## src/rtl/tsq_pkg.sv

```systemverilog
// tsq_pkg: shared types, sizes and operation codes of the time-stamped sample queue
// used by the channel interfaces, the queue cell and the top level
package tsq_pkg;

    localparam int DEPTH    = 16;
    localparam int TIME_W   = 32;
    localparam int HANDLE_W = 16;
    localparam int SPAN_W   = 36;
    localparam int CNT_W    = $clog2(DEPTH + 1);
    localparam int OP_W     = 2;

    // operation codes
    localparam logic [OP_W-1:0] OP_PUSH  = 2'd0;
    localparam logic [OP_W-1:0] OP_POP   = 2'd1;
    localparam logic [OP_W-1:0] OP_CLEAR = 2'd2;

    // one queued sample
    typedef struct packed {
        logic [TIME_W-1:0]   start;
        logic [TIME_W-1:0]   stop;
        logic [HANDLE_W-1:0] handle;
    } sample_t;

    // per-cell control from the sequencer
    typedef struct packed {
        logic wr;    // load the incoming sample
        logic adv;   // take a word from the neighbor
        logic wrap;  // take the head word instead (rotation tail)
    } cell_ctl_t;

    // duration of an interval, zero when reversed
    function automatic logic [TIME_W-1:0] span_dur(input logic [TIME_W-1:0] s,
                                                   input logic [TIME_W-1:0] e);
        logic [TIME_W-1:0] d;
        begin
            d = (e >= s) ? (e - s) : '0;
            return d;
        end
    endfunction

endpackage

```

## src/rtl/tsq_ifs.sv

```systemverilog
// tsq_cmd_if and tsq_res_if: valid/ready channels of the sample queue
// depends on tsq_pkg for field widths
interface tsq_cmd_if;
    logic                            valid;
    logic                            ready;
    logic [tsq_pkg::OP_W-1:0]        op;
    logic [tsq_pkg::TIME_W-1:0]      new_start;
    logic [tsq_pkg::TIME_W-1:0]      new_stop;
    logic [tsq_pkg::HANDLE_W-1:0]    new_handle;
    logic [tsq_pkg::TIME_W-1:0]      target_time;

    modport source (output valid, op, new_start, new_stop, new_handle, target_time,
                    input ready);
    modport sink (input valid, op, new_start, new_stop, new_handle, target_time,
                  output ready);
endinterface

interface tsq_res_if;
    logic                            valid;
    logic                            ready;
    logic                            has_sample;
    logic [tsq_pkg::TIME_W-1:0]      out_start;
    logic [tsq_pkg::TIME_W-1:0]      out_stop;
    logic [tsq_pkg::HANDLE_W-1:0]    out_handle;
    logic                            last;
    logic                            push_dropped;
    logic [tsq_pkg::TIME_W-1:0]      front_time;
    logic [tsq_pkg::SPAN_W-1:0]      total_span;
    logic [tsq_pkg::CNT_W-1:0]       held_count;

    modport source (output valid, has_sample, out_start, out_stop, out_handle, last,
                    push_dropped, front_time, total_span, held_count,
                    input ready);
    modport sink (input valid, has_sample, out_start, out_stop, out_handle, last,
                  push_dropped, front_time, total_span, held_count,
                  output ready);
endinterface

```

## src/rtl/tsq_cell.sv

```systemverilog
// tsq_cell: one storage cell of the sample row
// loads a pushed sample or takes the word of its neighbor or of the head; uses tsq_pkg
module tsq_cell (
    input  logic               clk,
    input  tsq_pkg::cell_ctl_t ctl,
    input  tsq_pkg::sample_t   wr_data,
    input  tsq_pkg::sample_t   neighbor,
    input  tsq_pkg::sample_t   head,
    output tsq_pkg::sample_t   data
);
    import tsq_pkg::*;

    sample_t data_reg;

    // sample storage, no reset: only occupied cells are read
    always_ff @(posedge clk)
    begin
        if (ctl.wr)
        begin
            data_reg <= wr_data;
        end
        else if (ctl.adv)
        begin
            if (ctl.wrap)
            begin
                data_reg <= head;
            end
            else
            begin
                data_reg <= neighbor;
            end
        end
    end

    assign data = data_reg;

endmodule

```

## src/rtl/timestamp_sample_queue.sv

```systemverilog
// Time-stamped sample queue, top level: a row of DEPTH cells with the front sample in
// cell 0, plus the sequencer that pushes, scans, pops and reports. Push, clear, op 3
// and a pop on an empty queue or with a target before the front time give one status
// word; a pop that scans the row and finds no match gives its status word after the
// scan. A matching pop first rotates the queued samples once through cell 0 to find
// the match and sum the popped durations, updates count, span and front time in
// ST_FIN, then shifts out one popped sample per cycle while the result register
// drains. One command is handled at a time; the next is taken once the last word of
// the previous one sits in the result register.
module timestamp_sample_queue (
    input  logic      clk,
    input  logic      rst_n,
    tsq_cmd_if.sink   cmd,
    tsq_res_if.source res
);
    import tsq_pkg::*;

    localparam logic [2:0] ST_IDLE = 3'd0;
    localparam logic [2:0] ST_SCAN = 3'd1;
    localparam logic [2:0] ST_FIN  = 3'd2;
    localparam logic [2:0] ST_EMIT = 3'd3;
    localparam logic [2:0] ST_RESP = 3'd4;

    logic [2:0]          state_reg;
    logic [CNT_W-1:0]    count_reg;
    logic [SPAN_W-1:0]   span_reg;
    logic [TIME_W-1:0]   begin_reg;
    logic                drop_reg;
    logic                matched_reg;
    logic [CNT_W-1:0]    scan_reg;
    logic [CNT_W-1:0]    found_reg;
    logic [CNT_W-1:0]    emit_reg;
    logic [TIME_W-1:0]   tgt_reg;
    logic [SPAN_W-1:0]   acc_reg;
    logic [TIME_W-1:0]   front_new_reg;

    logic                res_valid_reg;
    logic                res_has_reg;
    sample_t             res_sample_reg;
    logic                res_last_reg;
    logic                res_drop_reg;
    logic [TIME_W-1:0]   res_front_reg;
    logic [SPAN_W-1:0]   res_span_reg;
    logic [CNT_W-1:0]    res_count_reg;

    sample_t             cell_q   [DEPTH];
    sample_t             nbr      [DEPTH];
    cell_ctl_t           cell_ctl [DEPTH];

    logic                cmd_fire;
    logic                out_free;
    logic                full;
    logic                push_ok;
    logic                scan_adv;
    logic                emit_adv;
    logic                load_status;
    logic                emit_last;
    logic                pop_go;
    logic [CNT_W-1:0]    tail_idx;
    sample_t             head;
    sample_t             new_sample;
    logic [TIME_W-1:0]   head_dur;
    logic                head_hit;

    // handshake and phase strobes
    assign cmd.ready   = (state_reg == ST_IDLE);
    assign cmd_fire    = cmd.valid && cmd.ready;
    assign out_free    = !res_valid_reg || res.ready;
    assign full        = (count_reg == CNT_W'(DEPTH));
    assign push_ok     = cmd_fire && (cmd.op == OP_PUSH) && !full;
    assign pop_go      = (count_reg != '0) && (cmd.target_time >= begin_reg);
    assign scan_adv    = (state_reg == ST_SCAN);
    assign emit_adv    = (state_reg == ST_EMIT) && out_free;
    assign load_status = (state_reg == ST_RESP) && out_free;
    assign tail_idx    = count_reg - CNT_W'(1);
    assign emit_last   = (emit_reg == found_reg - CNT_W'(1));

    // head cell checks against the pop target
    assign head     = cell_q[0];
    assign head_dur = span_dur(head.start, head.stop);
    assign head_hit = ((head.start == head.stop) && (head.start == tgt_reg)) ||
                      ((head.start <= tgt_reg) && (tgt_reg < head.stop));

    assign new_sample = '{start: cmd.new_start, stop: cmd.new_stop,
                          handle: cmd.new_handle};

    // row of cells, the last one closes the ring through the head
    for (genvar i = 0; i < DEPTH; i++)
    begin : g_cell
        if (i == DEPTH - 1)
        begin : g_end
            assign nbr[i] = cell_q[0];
        end
        else
        begin : g_mid
            assign nbr[i] = cell_q[i+1];
        end

        assign cell_ctl[i].wr   = push_ok && (count_reg == CNT_W'(i));
        assign cell_ctl[i].adv  = scan_adv || emit_adv;
        assign cell_ctl[i].wrap = scan_adv && (tail_idx == CNT_W'(i));

        tsq_cell u_cell (
            .clk      (clk),
            .ctl      (cell_ctl[i]),
            .wr_data  (new_sample),
            .neighbor (nbr[i]),
            .head     (head),
            .data     (cell_q[i])
        );
    end

    // sequencer and queue bookkeeping
    always_ff @(posedge clk or negedge rst_n)
    begin
        if (!rst_n)
        begin
            state_reg     <= ST_IDLE;
            count_reg     <= '0;
            span_reg      <= '0;
            begin_reg     <= '0;
            drop_reg      <= 1'b0;
            matched_reg   <= 1'b0;
            scan_reg      <= '0;
            found_reg     <= '0;
            emit_reg      <= '0;
            res_valid_reg <= 1'b0;
        end
        else
        begin
            // result register occupancy
            if (emit_adv || load_status)
            begin
                res_valid_reg <= 1'b1;
            end
            else if (res.ready)
            begin
                res_valid_reg <= 1'b0;
            end

            unique case (state_reg)
                ST_IDLE:
                begin
                    if (cmd_fire)
                    begin
                        drop_reg  <= (cmd.op == OP_PUSH) && full;
                        state_reg <= ((cmd.op == OP_POP) && pop_go) ? ST_SCAN : ST_RESP;
                        unique case (cmd.op)
                            OP_PUSH:
                            begin
                                if (!full)
                                begin
                                    count_reg <= count_reg + CNT_W'(1);
                                    span_reg  <= span_reg +
                                                 SPAN_W'(span_dur(cmd.new_start, cmd.new_stop));
                                    if (count_reg == '0)
                                    begin
                                        begin_reg <= cmd.new_start;
                                    end
                                end
                            end
                            OP_POP:
                            begin
                                if (pop_go)
                                begin
                                    matched_reg <= 1'b0;
                                    scan_reg    <= '0;
                                end
                            end
                            OP_CLEAR:
                            begin
                                count_reg <= '0;
                                span_reg  <= '0;
                            end
                            default:
                            begin
                            end
                        endcase
                    end
                end
                ST_SCAN:
                begin
                    if (!matched_reg && head_hit)
                    begin
                        matched_reg <= 1'b1;
                        found_reg   <= scan_reg + CNT_W'(1);
                    end
                    scan_reg <= scan_reg + CNT_W'(1);
                    if (scan_reg == tail_idx)
                    begin
                        state_reg <= ST_FIN;
                    end
                end
                ST_FIN:
                begin
                    if (matched_reg)
                    begin
                        count_reg <= count_reg - found_reg;
                        span_reg  <= span_reg - acc_reg;
                        if (count_reg != found_reg)
                        begin
                            begin_reg <= front_new_reg;
                        end
                        emit_reg  <= '0;
                        state_reg <= ST_EMIT;
                    end
                    else
                    begin
                        state_reg <= ST_RESP;
                    end
                end
                ST_EMIT:
                begin
                    if (out_free)
                    begin
                        emit_reg <= emit_reg + CNT_W'(1);
                        if (emit_last)
                        begin
                            state_reg <= ST_IDLE;
                        end
                    end
                end
                ST_RESP:
                begin
                    if (out_free)
                    begin
                        state_reg <= ST_IDLE;
                    end
                end
                default:
                begin
                    state_reg <= ST_IDLE;
                end
            endcase
        end
    end

    // scan accumulators and result word
    always_ff @(posedge clk)
    begin
        if (cmd_fire)
        begin
            tgt_reg <= cmd.target_time;
            acc_reg <= '0;
        end
        else if (scan_adv && !matched_reg)
        begin
            acc_reg <= acc_reg + SPAN_W'(head_dur);
        end

        // start of the sample right after the match is the new front
        if (scan_adv && matched_reg && (scan_reg == found_reg))
        begin
            front_new_reg <= head.start;
        end

        if (emit_adv)
        begin
            res_has_reg    <= 1'b1;
            res_sample_reg <= head;
            res_last_reg   <= emit_last;
            res_drop_reg   <= 1'b0;
            res_front_reg  <= begin_reg;
            res_span_reg   <= span_reg;
            res_count_reg  <= count_reg;
        end
        else if (load_status)
        begin
            res_has_reg    <= 1'b0;
            res_sample_reg <= '0;
            res_last_reg   <= 1'b1;
            res_drop_reg   <= drop_reg;
            res_front_reg  <= begin_reg;
            res_span_reg   <= span_reg;
            res_count_reg  <= count_reg;
        end
    end

    // result channel
    assign res.valid        = res_valid_reg;
    assign res.has_sample   = res_has_reg;
    assign res.out_start    = res_sample_reg.start;
    assign res.out_stop     = res_sample_reg.stop;
    assign res.out_handle   = res_sample_reg.handle;
    assign res.last         = res_last_reg;
    assign res.push_dropped = res_drop_reg;
    assign res.front_time   = res_front_reg;
    assign res.total_span   = res_span_reg;
    assign res.held_count   = res_count_reg;

endmodule
```

## src/flat_wrapper.sv

```systemverilog
// flat-port wrapper written by rule: the top's interface ports become plain ports
module timestamp_sample_queue_flat import tsq_pkg::*;
  (clk, rst_n, cmd_valid, cmd_op, cmd_new_start, cmd_new_stop, cmd_new_handle, cmd_target_time, cmd_ready, res_valid, res_has_sample, res_out_start, res_out_stop, res_out_handle, res_last, res_push_dropped, res_front_time, res_total_span, res_held_count, res_ready);
  tsq_cmd_if cmd_i ();
  tsq_res_if res_i ();
  input  logic clk;
  input  logic rst_n;
  input wire logic [$bits(cmd_i.valid)-1:0] cmd_valid;
  input wire logic [$bits(cmd_i.op)-1:0] cmd_op;
  input wire logic [$bits(cmd_i.new_start)-1:0] cmd_new_start;
  input wire logic [$bits(cmd_i.new_stop)-1:0] cmd_new_stop;
  input wire logic [$bits(cmd_i.new_handle)-1:0] cmd_new_handle;
  input wire logic [$bits(cmd_i.target_time)-1:0] cmd_target_time;
  output wire logic [$bits(cmd_i.ready)-1:0] cmd_ready;
  output wire logic [$bits(res_i.valid)-1:0] res_valid;
  output wire logic [$bits(res_i.has_sample)-1:0] res_has_sample;
  output wire logic [$bits(res_i.out_start)-1:0] res_out_start;
  output wire logic [$bits(res_i.out_stop)-1:0] res_out_stop;
  output wire logic [$bits(res_i.out_handle)-1:0] res_out_handle;
  output wire logic [$bits(res_i.last)-1:0] res_last;
  output wire logic [$bits(res_i.push_dropped)-1:0] res_push_dropped;
  output wire logic [$bits(res_i.front_time)-1:0] res_front_time;
  output wire logic [$bits(res_i.total_span)-1:0] res_total_span;
  output wire logic [$bits(res_i.held_count)-1:0] res_held_count;
  input wire logic [$bits(res_i.ready)-1:0] res_ready;
  assign cmd_i.valid = cmd_valid;
  assign cmd_i.op = cmd_op;
  assign cmd_i.new_start = cmd_new_start;
  assign cmd_i.new_stop = cmd_new_stop;
  assign cmd_i.new_handle = cmd_new_handle;
  assign cmd_i.target_time = cmd_target_time;
  assign cmd_ready = cmd_i.ready;
  assign res_valid = res_i.valid;
  assign res_has_sample = res_i.has_sample;
  assign res_out_start = res_i.out_start;
  assign res_out_stop = res_i.out_stop;
  assign res_out_handle = res_i.out_handle;
  assign res_last = res_i.last;
  assign res_push_dropped = res_i.push_dropped;
  assign res_front_time = res_i.front_time;
  assign res_total_span = res_i.total_span;
  assign res_held_count = res_i.held_count;
  assign res_i.ready = res_ready;
  timestamp_sample_queue u_core (.clk(clk), .rst_n(rst_n), .cmd(cmd_i), .res(res_i));
endmodule
```

## config.mk

```make
export PLATFORM = sky130hd
export DESIGN_NAME = timestamp_sample_queue_flat
export DESIGN_NICKNAME = d
export VERILOG_FILES = /design/src/rtl/tsq_pkg.sv /design/src/rtl/tsq_ifs.sv /design/src/rtl/tsq_cell.sv /design/src/rtl/timestamp_sample_queue.sv /design/src/flat_wrapper.sv
export SDC_FILE = /design/constraint.sdc
export NUM_CORES = 2
export LEC_CHECK = 0
export BUFFER_PORTS_ARGS = -buffer_cell sky130_fd_sc_hd__buf_2
export CAP_MARGIN = 25
export CORE_ASPECT_RATIO = 0.75
export CORE_MARGIN = 1.5
export CORE_UTILIZATION = 45
export DETAILED_ROUTE_END_ITERATION = 6
export PLACE_DENSITY_LB_ADDON = 0.15
export SYNTH_ARGS = -nofsm -noshare
export SYNTH_HDL_FRONTEND = slang
export SYNTH_SLANG_ARGS = --single-unit
```

## constraint.sdc

```tcl
create_clock -name clk -period 8.8 [get_ports clk]
set_input_delay 0.44 -clock clk [delete_from_list [all_inputs] [get_ports clk]]
set_output_delay 0.44 -clock clk [all_outputs]
set_load 0.05 [all_outputs]
```

==> summary.md <==
| Metric | Value |
|---|---|
| Setup bufs post-CTS | 0 |
| Filler cell count | 17500 |
| Power per Cell Area | around 270 mW/mm^2 |
| First-pass GRT wire length | 485000 um |
| IO Count | 276 |
| # hold bufs at CTS | 38 |
| Tot GR Track Use | 34.7% |
| Worst Hold End | u_core.begin_reg[5] |
| Endpoints failing setup | 0 |
| Crit path max-delay cell type | a2111oi_4 |
| WHS Path Cells | 3 |
| Share of post-route cells with drive strength above 1 | a little under a tenth |
| Violated checks | design-rule violations |
| Total number of vias | just over 70000 |
| Critical path class | reg -> reg |
| Final min period | about 7.4 ns |
| Pre-antenna DRT Iters | 7 |
| Worst r2r path cells | 26 |
| Fin crit share | 83.9% |
| Final HPWL DP | approximately 220000 um |
| Cell taking the most area after synthesis | edfxtp_1 |
| Count of flip-flops with a built-in enable after synthesis | 1498 |
| Worst Path Required | about 9.5 ns |
| Synth Flop Type | edfxtp_1 |
| DR WL/cell | 29.7 um |
| CP startpoint kind | flip-flop |
| Pins over their slew limit | 0 |
| Reg-to-Reg End | u_core.acc_reg[34] |
| Root buffer cell | clkbuf_16 |
| Register bit total from synthesis | 1630 |
| Max-slew headroom at the worst pin | a little under a fifth |
| Antenna-violating nets left | 0 |
| PortBufs | 275 |
| Synth top area cells | edfxtp_1, a21oi_1, nor2_1 |
| NumNets Final | 9342 |
| Asr flop ratio synth | 5.77% |
| Die width | 511 um |
| CTS Buf Count | 171 |
| Die Height | 384 um |
| Clock sink count | 1630 |
| Mean number of vias per cell | ~6.1 |
| Max FFs per register | 1280 |
| Clock slew at reported path FFs | 0.06 ns |
| Synth Area per Inst | 9.56 um^2 |
| Peak VDD IR | between 0.2 and 0.25 mV |
| Final hold slack | ~0.045 ns |
| Status | finished, violations left |
| Seq/Total Area, Yosys | between 50% and 60% |
| Cells after synthesis | 9090 |
| CP Capture Type | flip-flop |
| Min-Delay Path Class | in -> reg |
| Routed WL | 346000 um |
| CP max stage delay | 0.49 ns |
| Via count of the first global-routing pass | 64122 |
| Row cnt | 139 |
| Yosys warns | 0 |
| Placer's final routability congestion estimate | 0.992 |
| Setup Skew | 0.0266 ns |
| Post-Syn Area | slightly below 0.09 mm^2 |
| Post-synth top area share | 51.7% |
| RSZ-0062 raised after global routing | false |
| Fmax achieved | 0.135 GHz |
| H-tree depth | 4 |
| Worst Max-Slew Pin Slew | 1.22 ns |
| Initial antenna violation count | 40 |
| Starting DRT DRC Count | 10068 |
| CTS resizes | 0 |
| CP arrival | around 8.1 ns |
| Core region area | 0.192 mm^2 |
| Area Growth Syn to Fin | 10.6% |
| Initial Util | 45.4% |
| Cell variety after synth | 80 |
| Max Root-Sink Buffers | 3 |
| Critical path peak fanout | 31 |
| Final number of hold-violating endpoints | 0 |
| DRC violations left | 1 |
| Syn Nets | about 9500 |
| Global route overflow | 0 |
| Die Area | ~0.20 mm^2 |
| CTS tree | built |
| Reg-to-reg slack, setup | 1.41 ns |
| Hold Startpoint | cmd_new_start[5] |
| Worst-Skew Late Latency | 0.84 ns |
| TNS Setup | 0 ns |
| Max-cap violations | 0 |
| Worst r2r src | u_core.g_cell[0].u_cell.data[16] |
| Largest net degree at the start of global routing | ~120 |
| Leakage | 38.2 nW |
routing by layer:
metal | track usage (%) | up-vias | routed length (um)
li1 | - | 31838 | -
met1 | 49.7 | 34396 | 146000
met2 | 50.8 | 4047 | 147000
met3 | 7.17 | 680 | 36100
met4 | 14.6 | 18 | 16500
met5 | 0 | - | 110
placed cells by master, fill, tap and decap left out, drive strengths merged, types with 39 or more instances in the layout:
master / n
clkinv: 60
nor2b: 39
nand2: 313
a21oi: 2208
mux2: 97
ha: 272
clkbuf: 221
nand3: 41
nor2: 2263
inv: 249
nor3: 105
o21ai: 180
mux2i: 230
a31oi: 52
dfrtp: 94
buf: 404
a21o: 126
xnor2: 108
xor2: 63
edfxtp: 1498
how the worst max path moves through the flow:
stage	start	endpoint	cells past startpoint
floorplan	u_core.state_reg[0]	u_core.res.front_time[0]	6
detailed placement	cmd_new_start[0]	u_core.span_reg[31]	28
global placement	cmd_new_start[0]	u_core.span_reg[31]	28
finish	u_core.g_cell[0].u_cell.data[16]	u_core.acc_reg[34]	26
global route	u_core.g_cell[0].u_cell.data[16]	u_core.acc_reg[34]	26
CTS	u_core.g_cell[0].u_cell.data[16]	u_core.acc_reg[34]	26
logic make-up (layout without fill, tap and decap cells):
kind of cell	Yosys count	in the layout	share of synthesized area, %
simple gates	2929	2929	13.5
fa+ha+maj	278	278	4.05
xor+xnor	171	171	1.72
flops	1630	1630	55.3
compound gates	2758	2758	17.1
mux	327	327	3.90
buf+inv	997	992	4.34
other cells	0	18	0
worst max-delay path: cells and delay by family, from the launching register on:
| family | cells | cell delay [ns] |
|---|---|---|
| AO/OA/AOI/OAI | 13 | 3.85 |
| adder cells (fa/ha/maj) | 3 | 1.13 |
| buffers and inverters | 3 | 0.94 |
| AND/OR/NAND/NOR | 6 | 0.77 |
| flip-flops | 1 | 0.40 |
| XOR/XNOR | 1 | 0.12 |
area by class of cell:
| type | count | area [um^2] | share of cell area (%) |
|---|---|---|---|
| sequential | 1630 | 48100 | 50.0 |
| multi-input combinational | 6463 | 35600 | 37.0 |
| clock buffer | 221 | 4600 | 4.79 |
| tap | 2538 | 3180 | 3.30 |
| timing repair buffer | 442 | 2910 | 3.02 |
| inverter | 238 | 893 | 0.929 |
| clock inverter | 91 | 867 | 0.902 |
| antenna | 18 | 45.0 | 0.0469 |
synthesized netlist by cell type, drive strengths merged, types with 39 or more instances:
cell type / count
xnor2: 108
nor3: 105
clkbuf: 658
nor2b: 39
nor2: 2263
a31oi: 52
mux2i: 230
ha: 272
a21o: 126
inv: 238
mux2: 97
nand2: 313
o21ai: 180
nand3: 41
a21oi: 2208
edfxtp: 1498
dfrtp: 94
buf: 101
xor2: 63
report_power, final:
group,total [W],switching (W),internal [W],leakage (nW)
combinational,0.00776,0.00550,0.00226,20.6
clock,0.00739,0.00335,0.00404,2.66
sequential,0.0110,0.000918,0.0101,15.0
total,0.0261,0.00976,0.0164,38.2
through the flow:
stage	power, W	instance area (um^2)	instances	setup WS, ns	util [%]
4_1_cts	0.0260	96000	11617	1.61	50.1
3_5_place_dp	0.0187	90100	11267	1.55	47.0
3_3_place_gp	0.0186	90000	11260	1.53	47.0
2_1_floorplan	0.0159	86900	9090	0.337	-
5_1_grt	0.0270	96100	11628	1.12	50.1
6_report	0.0261	96100	11641	1.41	50.2
(Power assumes the default switching activity.)
